$ cat src/hdl/gps_carrier_code_tracking_loop_core_defines.svh
// Assertion macros shared by the tracking loop core.
`ifndef GPS_CARRIER_CODE_TRACKING_LOOP_CORE_DEFINES_SVH
`define GPS_CARRIER_CODE_TRACKING_LOOP_CORE_DEFINES_SVH

// Checked on every rising edge outside reset.
`define GCCTL_ASSERT_CLK(label, prop, msg) \
  label: assert property (@(posedge clk) disable iff (rst) prop) else $error(msg);

// Checked on every rising edge, reset included.
`define GCCTL_ASSERT_ALWAYS(label, prop, msg) \
  label: assert property (@(posedge clk) prop) else $error(msg);

`endif

$ cat src/hdl/gcctl_pkg.sv
// Types, constants and helpers shared by the tracking loop core.
`default_nettype none
package gcctl_pkg;

  localparam int unsigned FIFO_DEPTH = 8;
  localparam int unsigned FIFO_PTR_W = 3;
  localparam int unsigned FIFO_CNT_W = 4;

  localparam logic [2:0] REG_ACQUIRE_THRESHOLD   = 3'd0;
  localparam logic [2:0] REG_LOSS_THRESHOLD      = 3'd1;
  localparam logic [2:0] REG_PULL_IN_LIMIT       = 3'd2;
  localparam logic [2:0] REG_SEARCH_WIDTH        = 3'd3;
  localparam logic [2:0] REG_CODE_REFERENCE      = 3'd4;
  localparam logic [2:0] REG_CARRIER_REFERENCE   = 3'd5;
  localparam logic [2:0] REG_CODE_SEARCH_STEP    = 3'd6;
  localparam logic [2:0] REG_CARRIER_SEARCH_STEP = 3'd7;

  localparam int unsigned LK_CODE  = 0;
  localparam int unsigned LK_CARR  = 1;
  localparam int unsigned LK_PHASE = 2;

  localparam logic [2:0] LOCK_NONE  = 3'b000;
  localparam logic [2:0] LOCK_CODE  = 3'b001;
  localparam logic [2:0] LOCK_CARR  = 3'b011;
  localparam logic [2:0] LOCK_PHASE = 3'b111;

  typedef struct packed {
    logic              action;
    logic [3:0]        channel;
    logic signed [15:0] prompt_i;
    logic signed [15:0] prompt_q;
    logic signed [15:0] early_i;
    logic signed [15:0] early_q;
    logic signed [15:0] late_i;
    logic signed [15:0] late_q;
  } in_item_t;

  typedef struct packed {
    logic [3:0]         out_channel;
    logic [31:0]        carrier_word;
    logic [31:0]        code_word;
    logic               code_locked;
    logic               carrier_locked;
    logic               phase_locked;
    logic               slew_request;
    logic               released;
    logic signed [31:0] average_code_power;
  } out_item_t;

  typedef struct packed {
    logic [31:0] acquire_threshold;
    logic [31:0] loss_threshold;
    logic [11:0] pull_in_limit;
    logic [4:0]  search_width;
    logic [31:0] code_reference;
    logic [31:0] carrier_reference;
    logic [15:0] code_search_step;
    logic [15:0] carrier_search_step;
  } cfg_t;

  typedef struct packed {
    logic [2:0]         lock_bits;
    logic [31:0]        code_power_avg;
    logic [31:0]        carrier_power_avg;
    logic [31:0]        carrier_nco_word;
    logic [31:0]        code_nco_word;
    logic signed [13:0] previous_i_prompt;
    logic signed [13:0] previous_q_prompt;
    logic [31:0]        previous_phase_error;
    logic [31:0]        previous_delay_error;
    logic [11:0]        pull_in_count;
    logic [10:0]        half_chip_count;
    logic [4:0]         frequency_bin;
  } chan_state_t;

  localparam cfg_t CFG_RESET = '{
    acquire_threshold:   32'd53600,
    loss_threshold:      32'd26800,
    pull_in_limit:       12'd3000,
    search_width:        5'd20,
    code_reference:      32'd13730473,
    carrier_reference:   32'd32480690,
    code_search_step:    16'd4,
    carrier_search_step: 16'd6711
  };

  function automatic chan_state_t init_state(input cfg_t c);
    chan_state_t s;
    s = '0;
    s.code_power_avg    = c.loss_threshold;
    s.carrier_power_avg = c.loss_threshold;
    s.carrier_nco_word  = c.carrier_reference;
    s.code_nco_word     = c.code_reference;
    return s;
  endfunction

endpackage
`default_nettype wire

$ cat src/hdl/gcctl_state_mem.sv
// Per-channel state memory with registered read and written-entry flags.
`default_nettype none
module gcctl_state_mem #(
  parameter int NUM_CHANNELS = 16,
  localparam int ADDR_W = (NUM_CHANNELS > 1) ? $clog2(NUM_CHANNELS) : 1
) (
  input  wire logic                   clk,
  input  wire logic                   rst,
  input  wire logic                   rd_en,
  input  wire logic [ADDR_W-1:0]      rd_addr,
  output gcctl_pkg::chan_state_t      rd_data,
  input  wire logic                   wr_en,
  input  wire logic [ADDR_W-1:0]      wr_addr,
  input  gcctl_pkg::chan_state_t      wr_data
);
  import gcctl_pkg::*;

  chan_state_t             mem [NUM_CHANNELS];
  chan_state_t             rd_q;
  logic [NUM_CHANNELS-1:0] written;
  logic                    rd_written;

  always_ff @(posedge clk) begin
    if (wr_en) begin
      mem[wr_addr] <= wr_data;
    end
    if (rd_en) begin
      rd_q <= mem[rd_addr];
    end
  end

  always_ff @(posedge clk) begin
    if (rst) begin
      written    <= '0;
      rd_written <= 1'b0;
    end else begin
      if (wr_en) begin
        written[wr_addr] <= 1'b1;
      end
      if (rd_en) begin
        rd_written <= written[rd_addr];
      end
    end
  end

  // An entry never written since reset holds the power-on channel state.
  assign rd_data = rd_written ? rd_q : init_state(CFG_RESET);

endmodule
`default_nettype wire

$ cat config.mk
export PLATFORM = sky130hd
export DESIGN_NAME = gcctl_state_mem
export DESIGN_NICKNAME = d
export VERILOG_FILES = /design/src/hdl/gps_carrier_code_tracking_loop_core_defines.svh /design/src/hdl/gcctl_pkg.sv /design/src/hdl/gcctl_state_mem.sv
export SDC_FILE = /design/constraint.sdc
export NUM_CORES = 2
export LEC_CHECK = 0
export BUFFER_PORTS_ARGS = -buffer_cell sky130_fd_sc_hd__buf_4
export CAP_MARGIN = 20
export CORE_UTILIZATION = 25
export DETAILED_ROUTE_END_ITERATION = 7
export HOLD_SLACK_MARGIN = 0.03
export PLACE_DENSITY = 0.36
export SLEW_MARGIN = 20
export SYNTH_ARGS = -nofsm -noshare
export SYNTH_HDL_FRONTEND = slang
export SYNTH_SLANG_ARGS = --single-unit
$ cat constraint.sdc
create_clock -name clk -period 41.3 [get_ports clk]
set_clock_uncertainty 0.05 [all_clocks]
set_input_delay 2.065 -clock clk [delete_from_list [all_inputs] [get_ports clk]]
set_output_delay 2.065 -clock clk [all_outputs]
set_load 0.01 [all_outputs]
==> impl_metrics.env <==
export IMPL_outcome="completed"
export IMPL_numClockSinks=4284
export IMPL_n_fill_cell=61822
export IMPL_fin_nets=7662
export IMPL_areaGrowthSynthToFinish_pct=19.0
export IMPL_endpoint_kind="register"
export IMPL_syn_cell_area_mm2=0.161
export IMPL_via_count=72314
export IMPL_syn_nets=6834
export IMPL_row_count=294
export IMPL_pwr_density_cell_mw_per_mm2=50.3
export IMPL_vias_per_cell=4.41
export IMPL_clk_latency_ns=1.05
export IMPL_synth_edf_count=4267
export IMPL_grt_overflow=0
export IMPL_maxCapViolations=0
export IMPL_grt_pass1_wl_mm=656
export IMPL_drive_above_1_share_pct=32.3
export IMPL_syn_area_per_cell_um2=24.5
export IMPL_critPathMaxFanout=87
export IMPL_post_dp_hpwl_mm=247
export IMPL_cts_tree="built"
export IMPL_final_common_cell="edfxtp_1"
export IMPL_layout_common_cells="4267 x edfxtp_1, 1137 x mux4_2, 666 x buf_4, 481 x clkbuf_16, 212 x and2_1"
export IMPL_cts_resized=0
export IMPL_drt_iter0_drc=5657
export IMPL_cts_root_buffer="clkbuf_16"
export IMPL_grt_pass1_vias=79126
export IMPL_period_minus_slack_ns=6.74
export IMPL_relSlewSlack_pct=26.7
export IMPL_chipWidth_um=805
export IMPL_multi_input_area_mm2=0.0311
export IMPL_place_inst=15503
export IMPL_crit_arrival_ns=7.44
export IMPL_synth_top_cell_area_share_pct=79.6
export IMPL_timing_final_crit_share_pct=16.3
export IMPL_io_pins=514
export IMPL_finalWeightedCongestion=0.684
export IMPL_htreeDepth=5
export IMPL_crit_type="in -> reg"
export IMPL_ys_seq_elements=4284
export IMPL_yosysSeqAreaShare_pct=79.8
export IMPL_fin_tns_setup_ns=0
export IMPL_synthCells=6571
export IMPL_post_route_util_pct=29.9
export IMPL_grt_max_degree=128
export IMPL_tightestPinTransition_ns=1.10
export IMPL_initial_core_util_pct=25.1
export IMPL_wl_per_cell_um=28.9
export IMPL_dr_pass1_iters=7
export IMPL_p_leak_uw=0.0594
export IMPL_drtAntennaViolNets=0
export IMPL_postCtsSetupBuffers=0
export IMPL_hold_ws_ns=0.420
export IMPL_synth_top_cell_by_area="edfxtp_1"
export IMPL_cp_start_kind="primary input"
export IMPL_hp_class="reg -> reg"
export IMPL_core_area_mm2=0.641
export IMPL_slew_viol_final=0
export IMPL_async_flop_share_pct=0
export IMPL_port_buffers=513
export IMPL_ys_warn_count=0
export IMPL_synth_area_leaders="edfxtp_1 80%, mux4_2 16%, and2_1 0.82%"
export IMPL_grt_usage_pct=14.3
export IMPL_crit_required_ns=41.99
export IMPL_final_hold_violation_count=0
export IMPL_fmax_mhz=148
export IMPL_clk_pin_slew_ns=0.06
export IMPL_die_height_um=805
export IMPL_drt_total_wl_mm=475
export IMPL_synthFlopType="edfxtp_1"
export IMPL_seq_area_mm2=0.128
export IMPL_cts_buffer_depth=4
export IMPL_die_area_mm2=0.647
export IMPL_ys_types=23
export IMPL_antenna_found_initial=147
export IMPL_rsz0062_at_grt="no"
export IMPL_peakVddDrop_uv=39.9
export IMPL_holdBufCountCts=0
export IMPL_cts_made_buffers=478
export IMPL_drc=0
export IMPL_final_setup_viol_count=0
export IMPL_final_cell_count_no_fill=16408
## cell usage after synthesis (22+ instances only)
cell / n
edfxtp_1: 4267
mux4_2: 1137
and2_1: 212
clkbuf_1: 191
mux2i_1: 124
nor2b_1: 121
a211oi_1: 120
a21oi_1: 120
buf_2: 115
nor2_1: 47
nand2b_1: 41
buf_4: 22
## state kept, by name, indices dropped and copies added, names as in the netlist
signal / cells
mem: 4016
rd_q: 251
rd_written: 1
written: 16
## critical path, stage by stage
cell and delay (ns):
buf_16 0.48, buf_4 0.67, buf_4 0.69, buf_4 0.57, buf_4 0.71, buf_4 0.83
mux4_2 0.60, nor2b_1 0.16, a211oi_1 0.28, a21oi_1 0.07
## path summary, 6_finish.rpt
check,startpoint,to,slack [ns],depth (start not counted)
setup / recovery,rd_addr[0],rd_q[104],34.56,10
hold / removal,written[8],written[8],0.42,2
setup reg to reg,mem[3][195],rd_q[195],39.41,4
hold reg to reg,written[8],written[8],0.42,2
## metal layers
layer  routed length, µm  GRT usage, %
met1              211000          19.6
met2              230000          23.9
met3               22800          2.54
met4               10600          3.17
met5                 411             0
## power breakdown
part / total, µW / switching, µW / internal, µW
Sequential: 4930 / 33.2 / 4900
Clock: 4240 / 1790 / 2450
Combinational: 453 / 264 / 189
## area by class of cell
class / count / share of cell area, %
Timing Repair Buffer: 697 / 2.93
Clock inverter: 276 / 1.58
Clock buffer: 602 / 6.54
Multi-Input combinational cell: 1938 / 16.2
Tap cell: 8584 / 5.61
Antenna cell: 27 / 0.0353
Sequential cell: 4284 / 67.1
## kinds of logic (layout without fill, tap and decap cells)
family	Yosys count	after routing	synth area share, %
AO/OA/AOI/OAI	244	244	0.953
buffers and inverters	349	1575	0.973
flip-flops	4284	4284	79.8
multiplexers	1261	1261	16.7
other	0	27	0
AND/OR/NAND/NOR	433	433	1.61
## through the flow
| stage | instance area (µm²) | total power (µW) | setup slack, ns |
|---|---|---|---|
| 6_report | 192000 | 9630 | 34.56 |
| 5_1_grt | 191000 | 9960 | 33.94 |
| 4_1_cts | 191000 | 9790 | 34.33 |
| 3_5_place_dp | 176000 | 5500 | 33.13 |
| 3_3_place_gp | 176000 | 5490 | 33.06 |
| 2_1_floorplan | 161000 | 5280 | 20.56 |
Power figures use the tool's default switching activity.
